==> config.mk <==
export PLATFORM = sky130hd
export DESIGN_NAME = best_fit_buffer_pool_flat
export DESIGN_NICKNAME = d
export VERILOG_FILES = /design/src/design/bfbp_pkg.sv /design/src/design/bfbp_if.sv /design/src/design/bfbp_ram.sv /design/src/design/best_fit_buffer_pool.sv /design/src/flat_wrapper.sv
export SDC_FILE = /design/constraint.sdc
export NUM_CORES = 1
export LEC_CHECK = 0
export ABC_AREA = 0
export BUFFER_PORTS_ARGS = -buffer_cell sky130_fd_sc_hd__buf_2
export CORE_MARGIN = 10
export CORE_UTILIZATION = 43
export DETAILED_ROUTE_END_ITERATION = 10
export GPL_TIMING_DRIVEN = 1
export PLACE_DENSITY_LB_ADDON = 0.25
export SLEW_MARGIN = 10
export SYNTH_ARGS = -nofsm -noshare
export SYNTH_HDL_FRONTEND = slang
export SYNTH_SLANG_ARGS = --single-unit
export TNS_END_PERCENT = 10
==> constraint.sdc <==
create_clock -name clk -period 8 [get_ports clk]
set_input_delay 2.4 -clock clk [delete_from_list [all_inputs] [get_ports clk]]
set_output_delay 2.4 -clock clk [all_outputs]
set_load 0.02 [all_outputs]
==> src/design/bfbp_pkg.sv <==
// ----------------------------------------------------------------------------
// bfbp_pkg
// Types and constants shared by the best-fit buffer pool and its interfaces.
// ----------------------------------------------------------------------------
package bfbp_pkg;

  localparam int CMD_W      = 1;
  localparam int CHANNELS_W = 7;
  localparam int SAMPLES_W  = 16;
  localparam int HANDLE_W   = 5;
  localparam int CAP_W      = 22;
  localparam int STATUS_W   = 2;
  localparam int PROD_W     = CHANNELS_W + SAMPLES_W;

  // handles are carried on a HANDLE_W wide field
  localparam int HANDLE_COUNT = 32;

  localparam logic [CAP_W-1:0] CAP_MAX = {CAP_W{1'b1}};

  typedef enum logic [CMD_W-1:0] {
    CMD_REQUEST = 1'b0,
    CMD_RELEASE = 1'b1
  } command_t;

  typedef enum logic [STATUS_W-1:0] {
    STATUS_OK        = 2'd0,
    STATUS_NO_HANDLE = 2'd1,
    STATUS_POOL_FULL = 2'd2,
    STATUS_UNISSUED  = 2'd3
  } status_t;

  typedef enum logic [2:0] {
    ST_IDLE,
    ST_REQ,
    ST_SCAN,
    ST_COMPACT,
    ST_REL_RD,
    ST_REL_WR,
    ST_RESULT
  } state_t;

endpackage

==> src/design/bfbp_if.sv <==
// ----------------------------------------------------------------------------
// bfbp_req_if / bfbp_rsp_if
// Valid/ready channels for pool commands and their results.
// ----------------------------------------------------------------------------
interface bfbp_req_if;
  logic                               valid;
  logic                               ready;
  logic [bfbp_pkg::CMD_W-1:0]         command;
  logic [bfbp_pkg::CHANNELS_W-1:0]    channels;
  logic [bfbp_pkg::SAMPLES_W-1:0]     samples;
  logic [bfbp_pkg::HANDLE_W-1:0]      handle;

  modport source (output valid, command, channels, samples, handle, input ready);
  modport sink   (input valid, command, channels, samples, handle, output ready);
endinterface

interface bfbp_rsp_if;
  logic                               valid;
  logic                               ready;
  logic [bfbp_pkg::HANDLE_W-1:0]      granted_handle;
  logic [bfbp_pkg::CAP_W-1:0]         capacity;
  logic                               fresh;
  logic [bfbp_pkg::STATUS_W-1:0]      status;

  modport source (output valid, granted_handle, capacity, fresh, status, input ready);
  modport sink   (input valid, granted_handle, capacity, fresh, status, output ready);
endinterface

==> src/design/bfbp_ram.sv <==
// ----------------------------------------------------------------------------
// bfbp_ram
// Simple dual-port memory, one write and one registered read per cycle.
// ----------------------------------------------------------------------------
module bfbp_ram #(
  parameter int WIDTH = 8,
  parameter int DEPTH = 16
) (
  input  logic                     clk,
  input  logic                     we,
  input  logic [$clog2(DEPTH)-1:0] waddr,
  input  logic [WIDTH-1:0]         wdata,
  input  logic [$clog2(DEPTH)-1:0] raddr,
  output logic [WIDTH-1:0]         rdata
);

  logic [WIDTH-1:0] mem [DEPTH];

  always_ff @(posedge clk) begin
    if (we) begin
      mem[waddr] <= wdata;
    end
  end

  always_ff @(posedge clk) begin
    rdata <= mem[raddr];
  end

endmodule

==> src/design/best_fit_buffer_pool.sv <==
// ----------------------------------------------------------------------------
// best_fit_buffer_pool
// Best-fit allocator of buffer handles over an ordered free list.
//
//   channel | dir | fields
//   --------+-----+------------------------------------------------
//   req     | in  | command, channels, samples, handle
//   rsp     | out | granted_handle, capacity, fresh, status
//
// One item at a time. A release of an issued handle passes through a read
// and a write state to its result; an unissued release and a request on an
// empty list go straight to their result. A request over a non-empty free list
// first scans through both memories, then runs a compaction pass.
// Reset clears the state, counters and valid flags; the memories are never cleared.
// A stalled result sits in the output register while the next item is taken.
// ----------------------------------------------------------------------------
module best_fit_buffer_pool #(
  parameter int POOL_DEPTH   = 16
) (
  input  logic        clk,
  input  logic        rst,
  bfbp_req_if.sink    req,
  bfbp_rsp_if.source  rsp
);

  localparam int PW   = $clog2(POOL_DEPTH);
  localparam int CW   = $clog2(POOL_DEPTH + 1);
  localparam int HW   = $clog2(bfbp_pkg::HANDLE_COUNT);
  localparam int NW   = $clog2(bfbp_pkg::HANDLE_COUNT + 1);
  localparam int CMPW = (NW > bfbp_pkg::HANDLE_W) ? NW : bfbp_pkg::HANDLE_W;
  localparam int CAPW = bfbp_pkg::CAP_W;

  bfbp_pkg::state_t state, state_next;

  logic [bfbp_pkg::HANDLE_W-1:0] cmd_h;
  logic [CAPW-1:0]               need;
  logic [CW-1:0]                 fc;
  logic [NW-1:0]                 next_handle;
  logic [CW-1:0]                 rd_idx;
  logic                          s1_v, s2_v;
  logic [PW-1:0]                 s1_idx, s2_idx;
  logic [HW-1:0]                 s2_h;
  logic [PW-1:0]                 pick_idx;
  logic [HW-1:0]                 pick_h;
  logic [CAPW-1:0]               pick_cap;
  logic                          pick_fits;
  logic                          cv;
  logic [PW-1:0]                 cidx;

  logic [bfbp_pkg::HANDLE_W-1:0] res_h;
  logic [CAPW-1:0]               res_cap;
  logic                          res_fresh;
  bfbp_pkg::status_t             res_status;

  logic                          out_valid;
  logic [bfbp_pkg::HANDLE_W-1:0] out_h;
  logic [CAPW-1:0]               out_cap;
  logic                          out_fresh;
  bfbp_pkg::status_t             out_status;

  logic                          fl_we;
  logic [PW-1:0]                 fl_waddr, fl_raddr;
  logic [HW-1:0]                 fl_wdata, fl_rdata;
  logic                          cap_we;
  logic [HW-1:0]                 cap_waddr, cap_raddr;
  logic [CAPW-1:0]               cap_wdata, cap_rdata;

  logic [bfbp_pkg::PROD_W-1:0]   prod;
  logic                          in_acc;
  logic                          scan_done, compact_done, out_load;
  logic                          c_fits, c_better;

  bfbp_ram #(.WIDTH(HW), .DEPTH(POOL_DEPTH)) u_free_list (
    .clk   (clk),
    .we    (fl_we),
    .waddr (fl_waddr),
    .wdata (fl_wdata),
    .raddr (fl_raddr),
    .rdata (fl_rdata)
  );

  bfbp_ram #(.WIDTH(CAPW), .DEPTH(bfbp_pkg::HANDLE_COUNT)) u_capacity (
    .clk   (clk),
    .we    (cap_we),
    .waddr (cap_waddr),
    .wdata (cap_wdata),
    .raddr (cap_raddr),
    .rdata (cap_rdata)
  );

  assign req.ready          = (state == bfbp_pkg::ST_IDLE);
  assign in_acc             = req.valid && req.ready;
  assign prod               = bfbp_pkg::PROD_W'(req.channels) * bfbp_pkg::PROD_W'(req.samples);

  assign rsp.valid          = out_valid;
  assign rsp.granted_handle = out_h;
  assign rsp.capacity       = out_cap;
  assign rsp.fresh          = out_fresh;
  assign rsp.status         = out_status;

  assign scan_done    = (rd_idx >= fc) && !s1_v && !s2_v;
  assign compact_done = (rd_idx >= fc) && !cv;
  assign out_load     = (state == bfbp_pkg::ST_RESULT) && (!out_valid || rsp.ready);

  // candidate compare at the end of the scan pipeline
  assign c_fits   = (cap_rdata >= need);
  assign c_better = (s2_idx == '0) ||
                    (c_fits && !pick_fits) ||
                    (c_fits && pick_fits && (cap_rdata < pick_cap)) ||
                    (!c_fits && !pick_fits && (cap_rdata > pick_cap));

  always_ff @(posedge clk) begin
    if (rst) begin
      state <= bfbp_pkg::ST_IDLE;
    end else begin
      state <= state_next;
    end
  end

  always_comb begin
    state_next = state;
    fl_we      = 1'b0;
    fl_waddr   = cidx;
    fl_wdata   = fl_rdata;
    fl_raddr   = rd_idx[PW-1:0];
    cap_we     = 1'b0;
    cap_waddr  = pick_h;
    cap_wdata  = need;
    cap_raddr  = fl_rdata;
    case (state)
      bfbp_pkg::ST_IDLE: begin
        if (in_acc) begin
          if (req.command == bfbp_pkg::CMD_RELEASE) begin
            state_next = bfbp_pkg::ST_REL_RD;
          end else begin
            state_next = bfbp_pkg::ST_REQ;
          end
        end
      end
      bfbp_pkg::ST_REQ: begin
        if (fc == '0) begin
          if (CMPW'(next_handle) < CMPW'(bfbp_pkg::HANDLE_COUNT)) begin
            cap_we    = 1'b1;
            cap_waddr = next_handle[HW-1:0];
          end
          state_next = bfbp_pkg::ST_RESULT;
        end else begin
          state_next = bfbp_pkg::ST_SCAN;
        end
      end
      bfbp_pkg::ST_SCAN: begin
        if (scan_done) begin
          cap_we     = !pick_fits;
          state_next = bfbp_pkg::ST_COMPACT;
        end
      end
      bfbp_pkg::ST_COMPACT: begin
        fl_we = cv;
        if (compact_done) begin
          state_next = bfbp_pkg::ST_RESULT;
        end
      end
      bfbp_pkg::ST_REL_RD: begin
        cap_raddr = HW'(cmd_h);
        if (CMPW'(cmd_h) >= CMPW'(next_handle)) begin
          state_next = bfbp_pkg::ST_RESULT;
        end else begin
          state_next = bfbp_pkg::ST_REL_WR;
        end
      end
      bfbp_pkg::ST_REL_WR: begin
        if (fc < CW'(POOL_DEPTH)) begin
          fl_we    = 1'b1;
          fl_waddr = fc[PW-1:0];
          fl_wdata = HW'(cmd_h);
        end
        state_next = bfbp_pkg::ST_RESULT;
      end
      bfbp_pkg::ST_RESULT: begin
        if (out_load) begin
          state_next = bfbp_pkg::ST_IDLE;
        end
      end
      default: begin
        state_next = bfbp_pkg::ST_IDLE;
      end
    endcase
  end

  // counters
  always_ff @(posedge clk) begin
    if (rst) begin
      fc          <= '0;
      next_handle <= '0;
    end else begin
      if (state == bfbp_pkg::ST_REQ && fc == '0 &&
          CMPW'(next_handle) < CMPW'(bfbp_pkg::HANDLE_COUNT)) begin
        next_handle <= next_handle + NW'(1);
      end
      if (state == bfbp_pkg::ST_COMPACT && compact_done) begin
        fc <= fc - CW'(1);
      end
      if (state == bfbp_pkg::ST_REL_WR && fc < CW'(POOL_DEPTH)) begin
        fc <= fc + CW'(1);
      end
    end
  end

  // scan and compaction pipeline
  always_ff @(posedge clk) begin
    if (rst) begin
      s1_v <= 1'b0;
      s2_v <= 1'b0;
      cv   <= 1'b0;
    end else begin
      case (state)
        bfbp_pkg::ST_REQ: begin
          s1_v <= 1'b0;
          s2_v <= 1'b0;
          cv   <= 1'b0;
        end
        bfbp_pkg::ST_SCAN: begin
          s1_v <= (rd_idx < fc);
          s2_v <= s1_v;
        end
        bfbp_pkg::ST_COMPACT: begin
          cv <= (rd_idx < fc);
        end
        default: begin
          s1_v <= 1'b0;
          s2_v <= 1'b0;
          cv   <= 1'b0;
        end
      endcase
    end
  end

  always_ff @(posedge clk) begin
    if (in_acc) begin
      cmd_h <= req.handle;
      need  <= prod[bfbp_pkg::PROD_W-1:CAPW] != '0 ? bfbp_pkg::CAP_MAX : prod[CAPW-1:0];
    end
    case (state)
      bfbp_pkg::ST_REQ: begin
        rd_idx <= '0;
        if (CMPW'(next_handle) < CMPW'(bfbp_pkg::HANDLE_COUNT)) begin
          res_h      <= bfbp_pkg::HANDLE_W'(next_handle);
          res_cap    <= need;
          res_fresh  <= 1'b1;
          res_status <= bfbp_pkg::STATUS_OK;
        end else begin
          res_h      <= '0;
          res_cap    <= '0;
          res_fresh  <= 1'b0;
          res_status <= bfbp_pkg::STATUS_NO_HANDLE;
        end
      end
      bfbp_pkg::ST_SCAN: begin
        if (rd_idx < fc) begin
          rd_idx <= rd_idx + CW'(1);
        end
        s1_idx <= rd_idx[PW-1:0];
        s2_idx <= s1_idx;
        s2_h   <= fl_rdata;
        if (s2_v && c_better) begin
          pick_idx  <= s2_idx;
          pick_h    <= s2_h;
          pick_cap  <= cap_rdata;
          pick_fits <= c_fits;
        end
        if (scan_done) begin
          rd_idx     <= CW'(pick_idx) + CW'(1);
          res_h      <= bfbp_pkg::HANDLE_W'(pick_h);
          res_cap    <= pick_fits ? pick_cap : need;
          res_fresh  <= 1'b0;
          res_status <= bfbp_pkg::STATUS_OK;
        end
      end
      bfbp_pkg::ST_COMPACT: begin
        if (rd_idx < fc) begin
          rd_idx <= rd_idx + CW'(1);
          cidx   <= PW'(rd_idx - CW'(1));
        end
      end
      bfbp_pkg::ST_REL_RD: begin
        res_h      <= cmd_h;
        res_cap    <= '0;
        res_fresh  <= 1'b0;
        res_status <= bfbp_pkg::STATUS_UNISSUED;
      end
      bfbp_pkg::ST_REL_WR: begin
        res_cap    <= cap_rdata;
        res_status <= (fc < CW'(POOL_DEPTH)) ? bfbp_pkg::STATUS_OK
                                             : bfbp_pkg::STATUS_POOL_FULL;
      end
      default: begin
      end
    endcase
  end

  // output register
  always_ff @(posedge clk) begin
    if (rst) begin
      out_valid <= 1'b0;
    end else if (out_load) begin
      out_valid <= 1'b1;
    end else if (rsp.ready) begin
      out_valid <= 1'b0;
    end
  end

  always_ff @(posedge clk) begin
    if (out_load) begin
      out_h      <= res_h;
      out_cap    <= res_cap;
      out_fresh  <= res_fresh;
      out_status <= res_status;
    end
  end

endmodule

==> src/flat_wrapper.sv <==
// flat-port wrapper written by rule: the top's interface ports become plain ports
module best_fit_buffer_pool_flat 
#(
  parameter int POOL_DEPTH   = 16
)
  (clk, rst, req_valid, req_command, req_channels, req_samples, req_handle, req_ready, rsp_valid, rsp_granted_handle, rsp_capacity, rsp_fresh, rsp_status, rsp_ready);
  bfbp_req_if req_i ();
  bfbp_rsp_if rsp_i ();
  input  logic clk;
  input  logic rst;
  input wire logic [$bits(req_i.valid)-1:0] req_valid;
  input wire logic [$bits(req_i.command)-1:0] req_command;
  input wire logic [$bits(req_i.channels)-1:0] req_channels;
  input wire logic [$bits(req_i.samples)-1:0] req_samples;
  input wire logic [$bits(req_i.handle)-1:0] req_handle;
  output wire logic [$bits(req_i.ready)-1:0] req_ready;
  output wire logic [$bits(rsp_i.valid)-1:0] rsp_valid;
  output wire logic [$bits(rsp_i.granted_handle)-1:0] rsp_granted_handle;
  output wire logic [$bits(rsp_i.capacity)-1:0] rsp_capacity;
  output wire logic [$bits(rsp_i.fresh)-1:0] rsp_fresh;
  output wire logic [$bits(rsp_i.status)-1:0] rsp_status;
  input wire logic [$bits(rsp_i.ready)-1:0] rsp_ready;
  assign req_i.valid = req_valid;
  assign req_i.command = req_command;
  assign req_i.channels = req_channels;
  assign req_i.samples = req_samples;
  assign req_i.handle = req_handle;
  assign req_ready = req_i.ready;
  assign rsp_valid = rsp_i.valid;
  assign rsp_granted_handle = rsp_i.granted_handle;
  assign rsp_capacity = rsp_i.capacity;
  assign rsp_fresh = rsp_i.fresh;
  assign rsp_status = rsp_i.status;
  assign rsp_i.ready = rsp_ready;
  best_fit_buffer_pool #(.POOL_DEPTH(POOL_DEPTH)) u_core (.clk(clk), .rst(rst), .req(req_i), .rsp(rsp_i));
endmodule
==> key figures <==
Synth
  – Number of flops mapped to enable cells by yosys: 925
  – Synth Register Bits: 970
  – Synth Flop Type: edfxtp_1
  – Top cells by area in the synthesized netlist: edfxtp_1, mux2_2, fa_1
  – Synth cell count leaders: edfxtp_1, nand2_1, mux2_2, inv_1, mux2i_1
  – Top cell type by total area after synthesis: edfxtp_1
  – Syn. warnings: 0
  – Post-synthesis sequential area ratio: 0.668
  – Syn Nets: 3,125
  – Post-Syn Area: 0.0429 sq mm
  – Cells after Synth: 2,920
  – Ys async rst share: 0
  – Synth top area share: 0.647
  – Dominant cell by count in the synthesized netlist: edfxtp_1
  – Synth unique cells: 75
  – Syn Area/Cell: 14.7 sq um

Die
  – # rows: 115
  – Starting Density: 0.435
  – IO Pins: 65
  – Die width: 336 microns
  – Die Height: 336 microns
  – Die area: 0.113 sq mm
  – Core area: 0.0987 sq mm

CTS
  – CTS resizes: 0
  – Hold_buf cts: 0
  – Post-CTS Setup Bufs: 0
  – Worst-path clk slew: 0.06 ns
  – Sink Count: 970
  – CTS root buf: clkbuf_16
  – H-tree levels: 3
  – CTS tree: yes
  – CTS Buffer Depth: 3
  – Worst-Skew Late Latency: 0.67 ns
  – Num CTS Buffers: 95

STA
  – Fin crit period: 6.65 ns
  – Setup repair after global routing missed its margin: no
  – Slew margin rel.: 0.195
  – Final Slew Violations: 0
  – Worst-Margin Slew: 1.21 ns
  – Max Freq: 150 MHz
  – Post-route clock skew: 0.0282 ns
  – Fin crit share: 0.831
  – Setup-failing EPs final: 0
  – WHS: 0.402 ns
  – Final Hold Vio Count: 0
  – Final setup TNS: 0 ns

Global routing
  – Vias in the first global route: 25.3k
  – First-pass GRT wire length: 161 mm
  – Grt ovf: 0
  – GRT Overall Usage: 0.188
  – Initial antenna violation count: 1
  – Largest net degree at the start of global routing: 137

Route
  – WL/cell: 24.6 microns
  – Via-to-Cell Ratio: 5.69
  – DR vias: 25.0k
  – Initial DRC Count: 2,465
  – Drc violations: 0
  – ANT nets after route: 0
  – First-pass iteration count of the detailed router: 7
  – Drt total wl: 108 mm

Worst setup path
  – Worst r2r src: u_core.state[2]
  – FF-to-FF path depth: 8
  – Worst Path Arrival: 7.00 ns
  – WP data required: 8.36 ns
  – RR Endpoint: u_core.u_capacity.rdata[20]
  – R2r setup slk: 3.12 ns
  – Critical Path Fanout Max: 22
  – WS Path Type: primary input to register
  – CP Launch Type: primary input
  – Setup crit end kind: register

Final layout
  – Area Overhead vs Synth: 11.9%
  – Final nets: 3,229
  – Post-route cell area: 0.0480 sq mm
  – Seq. cell area: 0.0287 sq mm
  – Area of the multi-input gates: 0.0132 sq mm
  – Fillcell total: 8,378
  – Share of layout cells above drive strength 1: 0.174
  – Number of diodes: 0
  – Non-Filler Instances: 4,387

Worst hold path
  – Hold path start: u_core.res_cap[3]
  – Worst hold-check path type: register to register
  – Hold Path Sink: u_core.rsp.capacity[3]
  – Hold Path Depth: 0

Power and ir drop
  – Static Leak: 17.2 nW
  – Switching power: 0.00696 W
  – Pint: 0.0117 W
  – Power per cell area: 389 mW/mm^2
  – Worst IR drop on VDD: 0.440 mV
  – Clk network pwr share: 0.233
  – Flop pwr share: 0.379
  – Sw Share: 0.373
  – Combinational Power Share: 0.388

Status
  – Status: finished, final reports clean

Placement
  – RD Place Congestion: 0.903
  – IO buf count: 64
  – Cells after DPL: 4,214
  – Placed inst area: 0.0450 sq mm
  – DP HPWL: 68.8 mm

Flow run
  – MaxCap Viol Count: 0
[power groups by stage]
stage / clock, W / sequential [W] / combinational, W
final: 0.00435 / 0.00708 / 0.00725
after global routing: 0.00462 / 0.00711 / 0.00780
after global placement: 0 / 0.00716 / 0.00708
after floorplan: 0 / 0.00724 / 0.00454
after detailed placement: 0 / 0.00717 / 0.00723
after CTS: 0.00443 / 0.00707 / 0.00726
[stage by stage]
| step | total power, W | utilization | setup WS, ns |
|---|---|---|---|
| after floorplan | 0.0118 | - | 1.20 |
| after global placement | 0.0142 | 0.456 | 0.878 |
| after detailed placement | 0.0144 | 0.456 | 0.740 |
| after CTS | 0.0188 | 0.487 | 1.39 |
| after global routing | 0.0195 | 0.487 | 1.08 |
| final | 0.0187 | 0.487 | 1.35 |
[worst max-delay path by stage]
stage,start,endpoint,slack [ns],depth (start not counted)
finish,req_channels[2],u_core.cap_wdata[6],1.35,15
global placement,req_channels[2],u_core.cap_wdata[6],0.88,15
CTS,req_channels[2],u_core.cap_wdata[13],1.39,15
global route,req_channels[2],u_core.cap_wdata[15],1.08,15
floorplan,req_channels[1],u_core.cap_wdata[15],1.20,16
detailed placement,req_channels[2],u_core.cap_wdata[13],0.74,15
[state kept, by name, summed over array words and instances (netlist names), 6 cells and up]
register / flops
u_core.u_capacity.mem: 704
u_core.u_free_list.mem: 80
u_core.pick_cap: 22
u_core.rsp.capacity: 22
u_core.u_capacity.rdata: 22
u_core.next_handle: 6
u_core.res_cap: 22
u_core.cap_wdata: 22
[area by class of cell]
class | count | share of cell area
well taps | 1287 | 0.0335
clock buffers | 123 | 0.0530
clock inverters | 50 | 0.00979
inverters | 172 | 0.0134
multi-input cells | 1644 | 0.274
flip-flops and latches | 970 | 0.597
repair buffers | 141 | 0.0192
[layout by cell type (no fill, tap or decap), drive strengths merged, types with 7 or more instances in the layout]
cell / count
a31oi: 7
xor2: 15
dfxtp: 45
o22ai: 71
clkinv: 35
o211ai: 11
a221oi: 8
mux4: 10
nand2b: 15
and2: 95
nor4: 22
a211oi: 11
mux2: 195
a22oi: 10
buf: 141
o22a: 40
a21oi: 123
a222oi: 25
a211o: 22
a21o: 21
nand3: 76
xnor2: 13
nor3b: 9
clkbuf: 123
nand4: 7
edfxtp: 925
o21ai: 61
nor3: 44
ha: 102
nor2: 95
nor2b: 12
o21a: 10
and3: 13
and4: 7
fa: 70
inv: 174
mux2i: 134
bufinv: 8
nand2: 232
[kinds of logic after synthesis]
logic type / share of synthesized area
buf+inv: 0.0295
mux: 0.0877
flops: 0.668
simple gates: 0.0749
fa+ha+maj: 0.0624
compound gates: 0.0717
xor+xnor: 0.00571
[worst max-delay path, stage by stage]
cell       delay, ns
buf_2           0.26
and2_1          0.21
fa_1            0.46
fa_1            0.50
fa_1            0.49
inv_1           0.05
fa_1            0.48
inv_1           0.04
ha_1            0.34
nand3_1         0.18
o221ai_1        0.36
o2111ai_1       0.23
a21oi_1         0.22
or3_1           0.58
o211ai_1        0.21
[metal layers]
metal  global-route usage  part of all wire  vias up
met1                0.249              0.42    12700
li1                     -                 -    11200
met5                    0           0.00015        -
met4               0.0621             0.028        2
met2                0.315              0.48      875
met3               0.0288             0.068      167
Power figures use the tool's default switching activity.
